==> src/rtl/core/tilt_fall_motion_classifier_core_defines.svh <==
// Assertion macros shared by the tilt/fall classifier RTL
`ifndef TILT_FALL_MOTION_CLASSIFIER_CORE_DEFINES_SVH
`define TILT_FALL_MOTION_CLASSIFIER_CORE_DEFINES_SVH
// Assert that an antecedent implies a consequent in the same cycle
`define TFMC_ASSERT_IMPL(label, clk, rst, ante, cons, msg) \
   label: assert property (@(posedge clk) disable iff (rst) (ante) |-> (cons)) \
      else $error(msg);
// Assert that an antecedent implies a consequent in the next cycle
`define TFMC_ASSERT_NEXT(label, clk, rst, ante, cons, msg) \
   label: assert property (@(posedge clk) disable iff (rst) (ante) |=> (cons)) \
      else $error(msg);
`endif

==> src/rtl/core/tfmc_pkg.sv <==
// Package: shared types and constants of the tilt/fall classifier
`timescale 1ns / 1ps
package tfmc_pkg;
   localparam int ANGLE_FRAC_BITS = 7;
   localparam int CORDIC_STEPS    = 16;
   localparam int ATAN_LEN        = 24;
   localparam int ZW              = 26;   // Q16 degree accumulator width
   localparam int CW              = 30;   // CORDIC datapath width

   // Register indexes
   localparam logic [2:0] REG_SMOOTH  = 3'd0;
   localparam logic [2:0] REG_GYRO    = 3'd1;
   localparam logic [2:0] REG_ACCEL   = 3'd2;
   localparam logic [2:0] REG_INVERT  = 3'd3;
   localparam logic [2:0] REG_TILTMIN = 3'd4;
   localparam logic [2:0] REG_UPRIGHT = 3'd5;
   localparam logic [2:0] REG_CONFIRM = 3'd6;

   localparam logic [1:0] ORIENT_UPRIGHT  = 2'd0;
   localparam logic [1:0] ORIENT_TILTED   = 2'd1;
   localparam logic [1:0] ORIENT_INVERTED = 2'd2;
   localparam logic [1:0] MOTION_STILL    = 2'd0;
   localparam logic [1:0] MOTION_MOVING   = 2'd1;
   localparam logic [1:0] MOTION_SHOCK    = 2'd2;

   typedef enum logic [3:0] {
      ST_IDLE, ST_SQUARE, ST_ROOT, ST_CORDIC_P, ST_CORDIC_R,
      ST_SMOOTH_P, ST_SMOOTH_R, ST_TILT, ST_DECIDE, ST_OUT
   } state_type;

   // CORDIC start/finish handshake between top level and unit
   typedef struct packed {
      logic start;
      logic done;
   } cordic_ctl_type;

   function automatic logic [ZW-1:0] atan_q16(input logic [4:0] i);
      logic [ZW-1:0] v;
      case (i)
         5'd0: v = 26'd2949120;  5'd1: v = 26'd1740967;
         5'd2: v = 26'd919879;   5'd3: v = 26'd466945;
         5'd4: v = 26'd234379;   5'd5: v = 26'd117304;
         5'd6: v = 26'd58666;    5'd7: v = 26'd29335;
         5'd8: v = 26'd14668;    5'd9: v = 26'd7334;
         5'd10: v = 26'd3667;    5'd11: v = 26'd1833;
         5'd12: v = 26'd917;     5'd13: v = 26'd458;
         5'd14: v = 26'd229;     5'd15: v = 26'd115;
         5'd16: v = 26'd57;      5'd17: v = 26'd29;
         5'd18: v = 26'd14;      5'd19: v = 26'd7;
         5'd20: v = 26'd4;       5'd21: v = 26'd2;
         5'd22: v = 26'd1;
         default: v = '0;
      endcase
      return v;
   endfunction
endpackage

==> src/rtl/core/tilt_fall_motion_classifier_core.sv <==
// Top level: tilt/fall motion classifier with APB register file
//  channel | direction | handshake            | payload
//  req     | in        | req_valid/req_ready  | kind, accel, gyro, time_ms
//  rsp     | out       | rsp_valid/rsp_ready  | angles, orientation, motion, flags
//  csr     | in/out    | APB psel/penable     | seven registers at 4*i
// A sensor transaction steps from accept to the next accept through six square
// steps, a 24-digit square root, two CORDIC runs (early exit once y is zero), two
// shift-add smoothing passes, then the tilt square, the decision and the post.
// A clear transaction skips to the tilt square and posts.
// A result waiting in the output register lets the next transaction run; that one
// holds in its post step until the register frees. Reset is synchronous.
`timescale 1ns / 1ps
`include "tilt_fall_motion_classifier_core_defines.svh"
module tilt_fall_motion_classifier_core #(
   parameter int ANGLE_FRAC_BITS = tfmc_pkg::ANGLE_FRAC_BITS,
   parameter int CORDIC_STEPS    = tfmc_pkg::CORDIC_STEPS
) (
   input  logic               clock,
   input  logic               reset,
   input  logic               req_valid,
   output logic               req_ready,
   input  logic               req_kind,
   input  logic signed [15:0] req_accel_x,
   input  logic signed [15:0] req_accel_y,
   input  logic signed [15:0] req_accel_z,
   input  logic signed [15:0] req_gyro_x,
   input  logic signed [15:0] req_gyro_y,
   input  logic signed [15:0] req_gyro_z,
   input  logic [31:0]        req_time_ms,
   output logic               rsp_valid,
   input  logic               rsp_ready,
   output logic signed [15:0] rsp_pitch_angle,
   output logic signed [15:0] rsp_roll_angle,
   output logic [1:0]         rsp_orientation,
   output logic [1:0]         rsp_motion_level,
   output logic               rsp_fall_latched,
   output logic               rsp_tilt_timing,
   input  logic               psel,
   input  logic               penable,
   input  logic               pwrite,
   input  logic [4:0]         paddr,
   input  logic [31:0]        pwdata,
   output logic [31:0]        prdata,
   output logic               pready
);
   localparam int CW = tfmc_pkg::CW;

   // configuration registers
   logic [6:0]  pct_ff;
   logic [15:0] glim_ff, alim_ff, confirm_ff;
   logic [7:0]  inv_ff, tmin_ff, up_ff;
   logic [2:0]  ridx;
   logic        wr;
   assign pready = 1'b1;
   assign ridx   = paddr[4:2];
   assign wr     = psel && penable && pwrite;

   always_ff @(posedge clock) begin
      if (reset) begin
         pct_ff <= 7'd20; glim_ff <= 16'd655; alim_ff <= 16'd20480;
         inv_ff <= 8'd135; tmin_ff <= 8'd45; up_ff <= 8'd20; confirm_ff <= 16'd500;
      end else if (wr) begin
         case (ridx)
            tfmc_pkg::REG_SMOOTH:  pct_ff <= pwdata[6:0];
            tfmc_pkg::REG_GYRO:    glim_ff <= pwdata[15:0];
            tfmc_pkg::REG_ACCEL:   alim_ff <= pwdata[15:0];
            tfmc_pkg::REG_INVERT:  inv_ff <= pwdata[7:0];
            tfmc_pkg::REG_TILTMIN: tmin_ff <= pwdata[7:0];
            tfmc_pkg::REG_UPRIGHT: up_ff <= pwdata[7:0];
            tfmc_pkg::REG_CONFIRM: confirm_ff <= pwdata[15:0];
            default: ;
         endcase
      end
   end

   always_comb begin
      case (ridx)
         tfmc_pkg::REG_SMOOTH:  prdata = {25'd0, pct_ff};
         tfmc_pkg::REG_GYRO:    prdata = {16'd0, glim_ff};
         tfmc_pkg::REG_ACCEL:   prdata = {16'd0, alim_ff};
         tfmc_pkg::REG_INVERT:  prdata = {24'd0, inv_ff};
         tfmc_pkg::REG_TILTMIN: prdata = {24'd0, tmin_ff};
         tfmc_pkg::REG_UPRIGHT: prdata = {24'd0, up_ff};
         tfmc_pkg::REG_CONFIRM: prdata = {16'd0, confirm_ff};
         default:               prdata = '0;
      endcase
   end

   // state
   tfmc_pkg::state_type state_ff, state_in;
   logic signed [15:0] ps_ff, rs_ff, ax_ff, ay_ff, az_ff;
   logic signed [15:0] gx_ff, gy_ff, gz_ff;
   logic [31:0]        now_ff, tstart_ff;
   logic               kind_ff, tact_ff, fall_ff;
   logic [1:0]         mot_ff;
   logic [4:0]         cnt_ff;
   logic [2:0]         sq_ff;    // square term selector
   // squaring accumulators
   logic [33:0]        g2_ff, a2_ff;
   logic [31:0]        yz2_ff;
   // square root (value, remainder, root)
   logic [47:0]        rv_ff;
   logic [25:0]        rem_ff;
   logic [23:0]        root_ff;
   // pitch/roll raw angles
   logic signed [15:0] pt_ff, rt_ff;
   // smoothing: bit-serial multiply of diff by pct
   logic signed [23:0] prod_ff;
   logic [6:0]         mplr_ff;
   // tilt square
   logic [32:0]        tsq_ff;
   // output register
   logic               ov_ff;
   logic signed [15:0] o_p_ff, o_r_ff;
   logic [1:0]         o_or_ff, o_mo_ff;
   logic               o_fa_ff, o_tt_ff;

   tfmc_pkg::cordic_ctl_type cc;
   logic signed [CW-1:0]     cy, cx;
   logic signed [15:0]       cang;

   tfmc_cordic #(.ANGLE_FRAC_BITS(ANGLE_FRAC_BITS), .CORDIC_STEPS(CORDIC_STEPS)) u_cordic (
      .clock(clock), .reset(reset), .start(cc.start),
      .y_init(cy), .x_init(cx), .done(cc.done), .angle(cang)
   );

   // square root step (radix-2 digit recurrence)
   logic [25:0] rcat;
   assign rcat = {rem_ff[23:0], rv_ff[47:46]};
   logic        rge;
   assign rge = rcat >= {root_ff, 2'b01};

   assign req_ready = (state_ff == tfmc_pkg::ST_IDLE);
   assign cc.start  = (state_ff == tfmc_pkg::ST_ROOT && cnt_ff == 5'd23)
                   || (state_ff == tfmc_pkg::ST_CORDIC_P && cc.done);
   // pitch starts on the last root digit, so take the root with that digit in
   always_comb begin
      if (state_ff == tfmc_pkg::ST_ROOT) begin
         cy = -(CW'(ax_ff) <<< 8);
         cx = CW'(rge ? {root_ff[22:0], 1'b1} : {root_ff[22:0], 1'b0});
      end else begin
         cy = CW'(ay_ff) <<< 8;
         cx = CW'(az_ff) <<< 8;
      end
   end

   // square operand select: one 16x16 product per cycle
   logic signed [15:0] sqop;
   logic [31:0]        sqv;
   always_comb begin
      case (sq_ff)
         3'd0: sqop = gx_ff;
         3'd1: sqop = gy_ff;
         3'd2: sqop = gz_ff;
         3'd3: sqop = ax_ff;
         3'd4: sqop = ay_ff;
         3'd5: sqop = az_ff;
         3'd6: sqop = ps_ff;
         default: sqop = rs_ff;
      endcase
   end
   assign sqv = 32'(sqop * sqop);

   // smoothing difference and quotient by 100 (reciprocal multiply)
   logic signed [16:0] diff;
   logic [6:0]         pctc;
   logic [23:0]        pabs;
   logic [47:0]        qm;
   logic [17:0]        qabs;
   logic signed [16:0] newv;
   assign pctc = (pct_ff > 7'd100) ? 7'd100 : pct_ff;
   assign diff = (state_ff == tfmc_pkg::ST_SMOOTH_P) ? (17'(pt_ff) - 17'(ps_ff))
                                                     : (17'(rt_ff) - 17'(rs_ff));
   assign pabs = prod_ff[23] ? 24'(-prod_ff) : 24'(prod_ff);
   assign qm   = 48'(pabs) * 48'd10737419;  // ceil(2^30/100), exact over the product range
   assign qabs = qm[47:30];
   assign newv = (state_ff == tfmc_pkg::ST_SMOOTH_P ? 17'(ps_ff) : 17'(rs_ff))
               + (prod_ff[23] ? -17'(qabs) : 17'(qabs));

   // threshold squares for the inverted, tilt-minimum and upright tests
   logic [15:0] invd, tmind, upd;
   assign invd  = 16'(inv_ff) << ANGLE_FRAC_BITS;
   assign tmind = 16'(tmin_ff) << ANGLE_FRAC_BITS;
   assign upd   = 16'(up_ff) << ANGLE_FRAC_BITS;
   logic        is_inv, is_tmin, is_up;
   assign is_inv  = {1'b0, tsq_ff} >= 34'(32'(invd * invd));
   assign is_tmin = {1'b0, tsq_ff} >= 34'(32'(tmind * tmind));
   assign is_up   = {1'b0, tsq_ff} <= 34'(32'(upd * upd));

   always_comb begin
      state_in = state_ff;
      case (state_ff)
         tfmc_pkg::ST_IDLE:
            if (req_valid && req_ready)
               state_in = req_kind ? tfmc_pkg::ST_TILT : tfmc_pkg::ST_SQUARE;
         tfmc_pkg::ST_SQUARE:   if (sq_ff == 3'd5) state_in = tfmc_pkg::ST_ROOT;
         tfmc_pkg::ST_ROOT:     if (cnt_ff == 5'd23) state_in = tfmc_pkg::ST_CORDIC_P;
         tfmc_pkg::ST_CORDIC_P: if (cc.done) state_in = tfmc_pkg::ST_CORDIC_R;
         tfmc_pkg::ST_CORDIC_R: if (cc.done) state_in = tfmc_pkg::ST_SMOOTH_P;
         tfmc_pkg::ST_SMOOTH_P: if (cnt_ff == 5'd8) state_in = tfmc_pkg::ST_SMOOTH_R;
         tfmc_pkg::ST_SMOOTH_R: if (cnt_ff == 5'd8) state_in = tfmc_pkg::ST_TILT;
         tfmc_pkg::ST_TILT:     if (sq_ff == 3'd7) state_in = tfmc_pkg::ST_DECIDE;
         tfmc_pkg::ST_DECIDE:   state_in = tfmc_pkg::ST_OUT;
         tfmc_pkg::ST_OUT:      if (!ov_ff || rsp_ready) state_in = tfmc_pkg::ST_IDLE;
         default:               state_in = tfmc_pkg::ST_IDLE;
      endcase
   end

   always_ff @(posedge clock) begin
      if (reset) begin
         state_ff <= tfmc_pkg::ST_IDLE;
      end else begin
         state_ff <= state_in;
      end
   end

   // datapath sequencing
   always_ff @(posedge clock) begin
      if (reset) begin
         ps_ff <= '0; rs_ff <= '0; tact_ff <= 1'b0; tstart_ff <= '0;
         fall_ff <= 1'b0; mot_ff <= tfmc_pkg::MOTION_STILL; ov_ff <= 1'b0;
         cnt_ff <= '0; sq_ff <= '0;
      end else begin
         if (ov_ff && rsp_ready && state_ff != tfmc_pkg::ST_OUT) ov_ff <= 1'b0;
         case (state_ff)
            tfmc_pkg::ST_IDLE: begin
               if (req_valid && req_ready) begin
                  kind_ff <= req_kind;
                  ax_ff <= req_accel_x; ay_ff <= req_accel_y; az_ff <= req_accel_z;
                  gx_ff <= req_gyro_x; gy_ff <= req_gyro_y; gz_ff <= req_gyro_z;
                  now_ff <= req_time_ms;
                  g2_ff <= '0; a2_ff <= '0; yz2_ff <= '0;
                  sq_ff <= req_kind ? 3'd6 : 3'd0;
                  tsq_ff <= '0;
                  if (req_kind) begin
                     fall_ff <= 1'b0; tact_ff <= 1'b0;
                  end
               end
            end
            // accumulate squares, one term a cycle
            tfmc_pkg::ST_SQUARE: begin
               if (sq_ff <= 3'd2) g2_ff <= g2_ff + 34'(sqv);
               else a2_ff <= a2_ff + 34'(sqv);
               if (sq_ff >= 3'd4) yz2_ff <= yz2_ff + sqv;
               sq_ff <= sq_ff + 3'd1;
               if (sq_ff == 3'd5) begin
                  rv_ff <= {yz2_ff + sqv, 16'd0};
                  rem_ff <= '0; root_ff <= '0; cnt_ff <= '0;
               end
            end
            // one root digit a cycle
            tfmc_pkg::ST_ROOT: begin
               if (rge) begin
                  rem_ff <= rcat - {root_ff, 2'b01};
                  root_ff <= {root_ff[22:0], 1'b1};
               end else begin
                  rem_ff <= rcat;
                  root_ff <= {root_ff[22:0], 1'b0};
               end
               rv_ff <= {rv_ff[45:0], 2'b00};
               cnt_ff <= cnt_ff + 5'd1;
               // motion grade, from exact squares
               if (a2_ff > 34'(32'(alim_ff * alim_ff))) mot_ff <= tfmc_pkg::MOTION_SHOCK;
               else if (g2_ff > 34'(32'(glim_ff * glim_ff))) mot_ff <= tfmc_pkg::MOTION_MOVING;
               else mot_ff <= tfmc_pkg::MOTION_STILL;
            end
            tfmc_pkg::ST_CORDIC_P: if (cc.done) pt_ff <= cang;
            tfmc_pkg::ST_CORDIC_R: begin
               if (cc.done) begin
                  rt_ff <= cang; cnt_ff <= '0;
               end
            end
            // shift-add multiply diff*pct, then divide by 100
            tfmc_pkg::ST_SMOOTH_P, tfmc_pkg::ST_SMOOTH_R: begin
               if (cnt_ff == 5'd0) begin
                  prod_ff <= '0; mplr_ff <= pctc; cnt_ff <= 5'd1;
               end else if (cnt_ff <= 5'd7) begin
                  if (mplr_ff[6]) prod_ff <= (prod_ff <<< 1) + 24'(diff);
                  else prod_ff <= prod_ff <<< 1;
                  mplr_ff <= {mplr_ff[5:0], 1'b0};
                  cnt_ff <= cnt_ff + 5'd1;
               end else begin
                  if (state_ff == tfmc_pkg::ST_SMOOTH_P) ps_ff <= newv[15:0];
                  else begin
                     rs_ff <= newv[15:0]; sq_ff <= 3'd6; tsq_ff <= '0;
                  end
                  cnt_ff <= '0;
               end
            end
            tfmc_pkg::ST_TILT: begin
               tsq_ff <= tsq_ff + 33'(sqv);
               sq_ff <= sq_ff + 3'd1;
            end
            tfmc_pkg::ST_DECIDE: begin
               if (!kind_ff) begin
                  if (is_inv) fall_ff <= 1'b1;
                  else if (is_tmin) begin
                     if (!tact_ff) begin
                        tact_ff <= 1'b1; tstart_ff <= now_ff;
                     end else if ((now_ff - tstart_ff) >= 32'(confirm_ff))
                        fall_ff <= 1'b1;
                  end else tact_ff <= 1'b0;
               end
            end
            // post once the result register is free or being taken
            tfmc_pkg::ST_OUT: begin
               if (!ov_ff || rsp_ready) begin
                  ov_ff <= 1'b1;
                  o_p_ff <= ps_ff; o_r_ff <= rs_ff; o_mo_ff <= mot_ff;
                  o_fa_ff <= fall_ff; o_tt_ff <= tact_ff;
                  if (is_inv) o_or_ff <= tfmc_pkg::ORIENT_INVERTED;
                  else if (is_up) o_or_ff <= tfmc_pkg::ORIENT_UPRIGHT;
                  else o_or_ff <= tfmc_pkg::ORIENT_TILTED;
               end
            end
            default: ;
         endcase
      end
   end

   assign rsp_valid        = ov_ff;
   assign rsp_pitch_angle  = o_p_ff;
   assign rsp_roll_angle   = o_r_ff;
   assign rsp_orientation  = o_or_ff;
   assign rsp_motion_level = o_mo_ff;
   assign rsp_fall_latched = o_fa_ff;
   assign rsp_tilt_timing  = o_tt_ff;

   `TFMC_ASSERT_IMPL(a_ready_idle, clock, reset, req_ready,
      state_ff == tfmc_pkg::ST_IDLE, "ready outside idle")
   `TFMC_ASSERT_NEXT(a_out_valid, clock, reset, state_ff == tfmc_pkg::ST_OUT,
      ov_ff, "result not posted")
   `TFMC_ASSERT_NEXT(a_no_overrun, clock, reset,
      state_ff == tfmc_pkg::ST_OUT && ov_ff && !rsp_ready,
      state_ff == tfmc_pkg::ST_OUT, "result register overrun")
endmodule

==> src/rtl/core/tfmc_cordic.sv <==
// Vectoring CORDIC: atan2 in degrees, one rotation per cycle
`timescale 1ns / 1ps
`include "tilt_fall_motion_classifier_core_defines.svh"
module tfmc_cordic #(
   parameter int ANGLE_FRAC_BITS = tfmc_pkg::ANGLE_FRAC_BITS,
   parameter int CORDIC_STEPS    = tfmc_pkg::CORDIC_STEPS
) (
   input  logic                          clock,
   input  logic                          reset,
   input  logic                          start,
   input  logic signed [tfmc_pkg::CW-1:0] y_init,
   input  logic signed [tfmc_pkg::CW-1:0] x_init,
   output logic                          done,
   output logic signed [15:0]            angle
);
   localparam int CW = tfmc_pkg::CW;
   localparam int ZW = tfmc_pkg::ZW;
   localparam logic signed [ZW-1:0] DEG90 = 26'sd5898240;
   localparam int SH = 16 - ANGLE_FRAC_BITS;
   localparam logic signed [ZW-1:0] RND = ZW'(1) <<< (SH - 1);
   localparam logic signed [ZW-1:0] LIM = ZW'(180) <<< ANGLE_FRAC_BITS;

   logic signed [CW-1:0] x_ff, x_in, y_ff, y_in;
   logic signed [ZW-1:0] z_ff, z_in;
   logic [4:0]           i_ff, i_in;
   logic                 busy_ff, busy_in, done_ff, done_in;
   logic signed [CW-1:0] xs, ys;
   logic signed [ZW-1:0] zr, zc;
   logic                 last;

   always_comb begin
      xs = x_ff >>> i_ff;
      ys = y_ff >>> i_ff;
      x_in = x_ff; y_in = y_ff; z_in = z_ff; i_in = i_ff;
      busy_in = busy_ff; done_in = 1'b0;
      last = (i_ff == 5'(CORDIC_STEPS - 1)) || (i_ff == 5'(tfmc_pkg::ATAN_LEN - 1));
      // load with quadrant pre-rotation
      if (start) begin
         i_in = '0;
         if (x_init < 0 && y_init >= 0) begin
            x_in = y_init; y_in = -x_init; z_in = DEG90;
         end else if (x_init < 0) begin
            x_in = -y_init; y_in = x_init; z_in = -DEG90;
         end else begin
            x_in = x_init; y_in = y_init; z_in = '0;
         end
         busy_in = 1'b1;
      end else if (busy_ff) begin
         // one rotation toward y == 0
         if (y_ff > 0) begin
            x_in = x_ff + ys; y_in = y_ff - xs;
            z_in = z_ff + $signed(tfmc_pkg::atan_q16(i_ff));
         end else if (y_ff < 0) begin
            x_in = x_ff - ys; y_in = y_ff + xs;
            z_in = z_ff - $signed(tfmc_pkg::atan_q16(i_ff));
         end
         i_in = i_ff + 5'd1;
         if (y_ff == 0 || last) begin
            busy_in = 1'b0; done_in = 1'b1;
         end
      end
   end

   always_ff @(posedge clock) begin
      if (reset) begin
         busy_ff <= 1'b0; done_ff <= 1'b0;
      end else begin
         busy_ff <= busy_in; done_ff <= done_in;
      end
      x_ff <= x_in; y_ff <= y_in; z_ff <= z_in; i_ff <= i_in;
   end

   // round half up and clamp
   always_comb begin
      zr = (z_ff + RND) >>> SH;
      if (zr > LIM) zc = LIM;
      else if (zr < -LIM) zc = -LIM;
      else zc = zr;
   end
   assign done  = done_ff;
   assign angle = zc[15:0];

   `TFMC_ASSERT_NEXT(a_done_pulse, clock, reset, done_ff, !done_ff, "cordic done held")
   `TFMC_ASSERT_NEXT(a_start_busy, clock, reset, start, busy_ff, "cordic did not start")
   `TFMC_ASSERT_IMPL(a_done_idle, clock, reset, done_ff, !busy_ff, "done while busy")
endmodule
==> config.mk <==
export PLATFORM = sky130hd
export DESIGN_NAME = tilt_fall_motion_classifier_core
export DESIGN_NICKNAME = d
export VERILOG_FILES = /design/src/rtl/core/tfmc_pkg.sv /design/src/rtl/core/tilt_fall_motion_classifier_core.sv /design/src/rtl/core/tfmc_cordic.sv
export VERILOG_INCLUDE_DIRS = /design/src /design/src/rtl/core
export SDC_FILE = /design/constraint.sdc
export NUM_CORES = 2
export LEC_CHECK = 0
export BUFFER_PORTS_ARGS = -buffer_cell sky130_fd_sc_hd__buf_2
export CAP_MARGIN = 20
export CORE_ASPECT_RATIO = 1.5
export CORE_MARGIN = 5
export CORE_UTILIZATION = 50
export CTS_BUF_LIST = sky130_fd_sc_hd__clkbuf_2 sky130_fd_sc_hd__clkbuf_4 sky130_fd_sc_hd__clkbuf_8
export CTS_CLUSTER_SIZE = 12
export DETAILED_ROUTE_END_ITERATION = 10
export HOLD_SLACK_MARGIN = 0.12
export PLACE_DENSITY_LB_ADDON = 0.05
export REMOVE_ABC_BUFFERS = 1
export SYNTH_ARGS = -nofsm -noshare
export SYNTH_HDL_FRONTEND = slang
export SYNTH_SLANG_ARGS = --single-unit
==> constraint.sdc <==
create_clock -name clock -period 13.3 [get_ports clock]
set_input_delay 1.995 -clock clock [delete_from_list [all_inputs] [get_ports clock]]
set_output_delay 1.995 -clock clock [all_outputs]
set_load 0.02 [all_outputs]
==> metrics.yaml <==
status: "finished clean"
nets: 12400
final_layout_size_suffix_gt1_share_pct: 8.14
fin_setup_tns_ns: 0
cp_max_fo: 7
grt_remaining_overflow: 0
finClkSkew_ns: 0.0927
synth.top_cells.by_area: "fa_1, edfxtp_1, ha_1, inv_1, dfxtp_1"
cts_tree: "yes"
stdcell_count: 12700
via_per_inst: 5.70
io_pins: 246
ys_async_sr_fraction_pct: 0
hp-class: "reg2reg"
initial_core_util_pct: 50.2
cpPeakStageDelay_ns: 0.58
final_cell_mix: "inv_1, ha_1, fa_1"
insertion_delay_ns: 0.90
dieArea_um2: 192000
required_ns: 14.06
grt_pass1_vias: 75800
syn_area_per_cell_um2: 9.18
arrival_ns: 12.94
cts_buffer_depth: 4
path_class: "reg2reg"
hold_violations: 0
numPlacedInstances: 12500
yosysTopAreaCell: "fa_1"
wirelength_mm: 280
die_y_um: 535
synthXorXnorAreaFrac_pct: 5.93
slew-limit-headroom_pct: 23.5
yosysWarnings: 0
multi_input_area_um2: 65300
routabilityCongestion: 0.951
fill_cells: 17000
grt_pass1_wl_mm: 431
clk_pin_slew_ns: 0.06
finalMaxSlewViolations: 0
vias: 72500
cts.hold.buffers_added: 0
clockRootBuffer: "clkbuf_8"
track_usage_pct: 28.6
cts.sinks: 718
critical_path.startpoint_type: "register"
wl_per_cell_um: 22.0
post_cts_resized: 0
synth_compound_area_share_pct: 13.3
synth-simple-area-share_pct: 13.2
synth_edf_count: 529
port-buffer-count: 210
cpMaxStageDelayCell: "or4_1"
synthAdderAreaFrac_pct: 34.2
antenna_found_initial: 7
yosysUniqueCellTypes: 98
drtIter0Drc: 4282
netlist_instances: 9991
fmax_mhz: 82.1
grt_max_degree: 96
area_growth_pct: 7.88
drc: 0
syn_area_um2: 91700
row_count: 192
critPathCaptureType: "register"
hpwl_mm: 228
timing.critical_path.mode_cell: "inv_1"
synth_top_family_by_area: "adder cells"
min_period_ns: 12.18
yosysTopAreaCellShare_pct: 19.0
finalCritPeriodShare_pct: 91.6
cts-buffers-inserted: 140
cts_setup_buffers: 0
core-area_um2: 183000
synth.area.mux_share_pct: 4.24
yosysSeqAreaShare_pct: 21.4
fp.dieW_um: 360
setup_violations: 0
dr.pass1.iters: 8
synth_top_flop_cell: "edfxtp_1"
h-tree-depth: 4
final_common_cell: "inv_1"
tightest_slew_ns: 1.14
regArea_um2: 19700
rsz0062_at_grt: "false"
maxCapViolations: 0
ant_nets: 0
synth-seq-cells: 718
## cell usage after synthesis (all sizes together) (14+ instances only)
master	instances
and2	208
dfxtp	189
nand3	152
o41ai	14
o22ai	22
o21ai	441
mux2	54
a2111oi	15
buf	75
o31ai	48
o21a	81
a221oi	17
edfxtp	529
a21oi	585
fa	870
xor2	268
a31oi	59
a21o	240
nand2b	108
mux4	80
clkbuf	251
or2	34
a21boi	26
nand4	81
nor2b	80
or3	39
xnor2	350
nor2	772
nor4	36
mux2i	148
o211ai	52
o311ai	14
a211oi	60
and3	66
a31o	19
nand2	820
a222oi	15
nor3b	15
o21bai	54
inv	1520
nor3	134
or4	22
ha	1111
a22oi	35
## worst paths after layout
| kind | from | end | slack [ns] | cells after the start |
|---|---|---|---|---|
| setup / recovery | prod_ff[6] | rs_ff[14] | 1.12 | 44 |
| hold reg to reg | confirm_ff[3] | confirm_ff[3] | 0.47 | 2 |
| hold / removal | confirm_ff[3] | confirm_ff[3] | 0.47 | 2 |
| setup reg to reg | prod_ff[6] | rs_ff[14] | 1.12 | 44 |
## area by class of cell
type	instances	share of cell area, %
Tap cell	2425	3.07
Multi-Input combinational cell	7434	66.0
Timing Repair Buffer	375	2.34
Antenna cell	5	0.0126
Sequential cell	718	19.9
Inverter	1528	5.80
Clock inverter	53	0.551
Clock buffer	188	2.37
## flip-flops by register name, indices dropped and copies added, names as in the netlist, 30 cells and up, named ones only
name and flops:
tsq_ff 33, rv_ff 32, yz2_ff 32, now_ff 32, u_cordic.x_ff 30, g2_ff 34, tstart_ff 32, a2_ff 34
u_cordic.y_ff 30
## metrics by stage
stage	cell area, um^2	hold WS (ns)	utilization (%)	worst slack [ns]
final	99000	0.474	54.2	1.12
after global routing	99000	0.493	54.2	0.368
after CTS	98900	0.469	54.2	1.12
after detailed placement	96000	0.461	52.6	1.19
after global placement	96000	0.447	52.6	1.21
after floorplan	90400	0.400	-	1.53
## critical path, delay by kind of cell (launching register included)
family / cells / cell delay [ns]
adders and majority gates: 10 / 4.42
AOI/OAI and AO/OA: 14 / 2.90
buffers and inverters: 9 / 0.84
xor gates and xnor gates: 2 / 0.61
DFF: 1 / 0.49
and+or+nand+nor: 9 / 2.78
## kinds of logic (layout without fill, tap and decap cells)
logic type | count (synthesis) | after routing
and+or+nand+nor | 2607 | 2607
buffers and inverters | 1854 | 2144
adders and majority gates | 1982 | 1982
DFF | 718 | 718
AOI/OAI and AO/OA | 1927 | 1927
xor gates and xnor gates | 619 | 619
muxes | 282 | 282
other | 2 | 22
## metal layers
layer,track usage [%],share of wire [%],wire (um),vias up
met5,0,0.0046,13,-
met4,16.5,7.1,19800,2
met3,3.35,4.1,11400,665
met2,53.4,52,144000,1953
met1,31.3,37,104000,35600
li1,-,-,-,34300
Power is not shown: default switching activity piles up to over one toggle a cycle in this logic, so the estimate is an artifact.
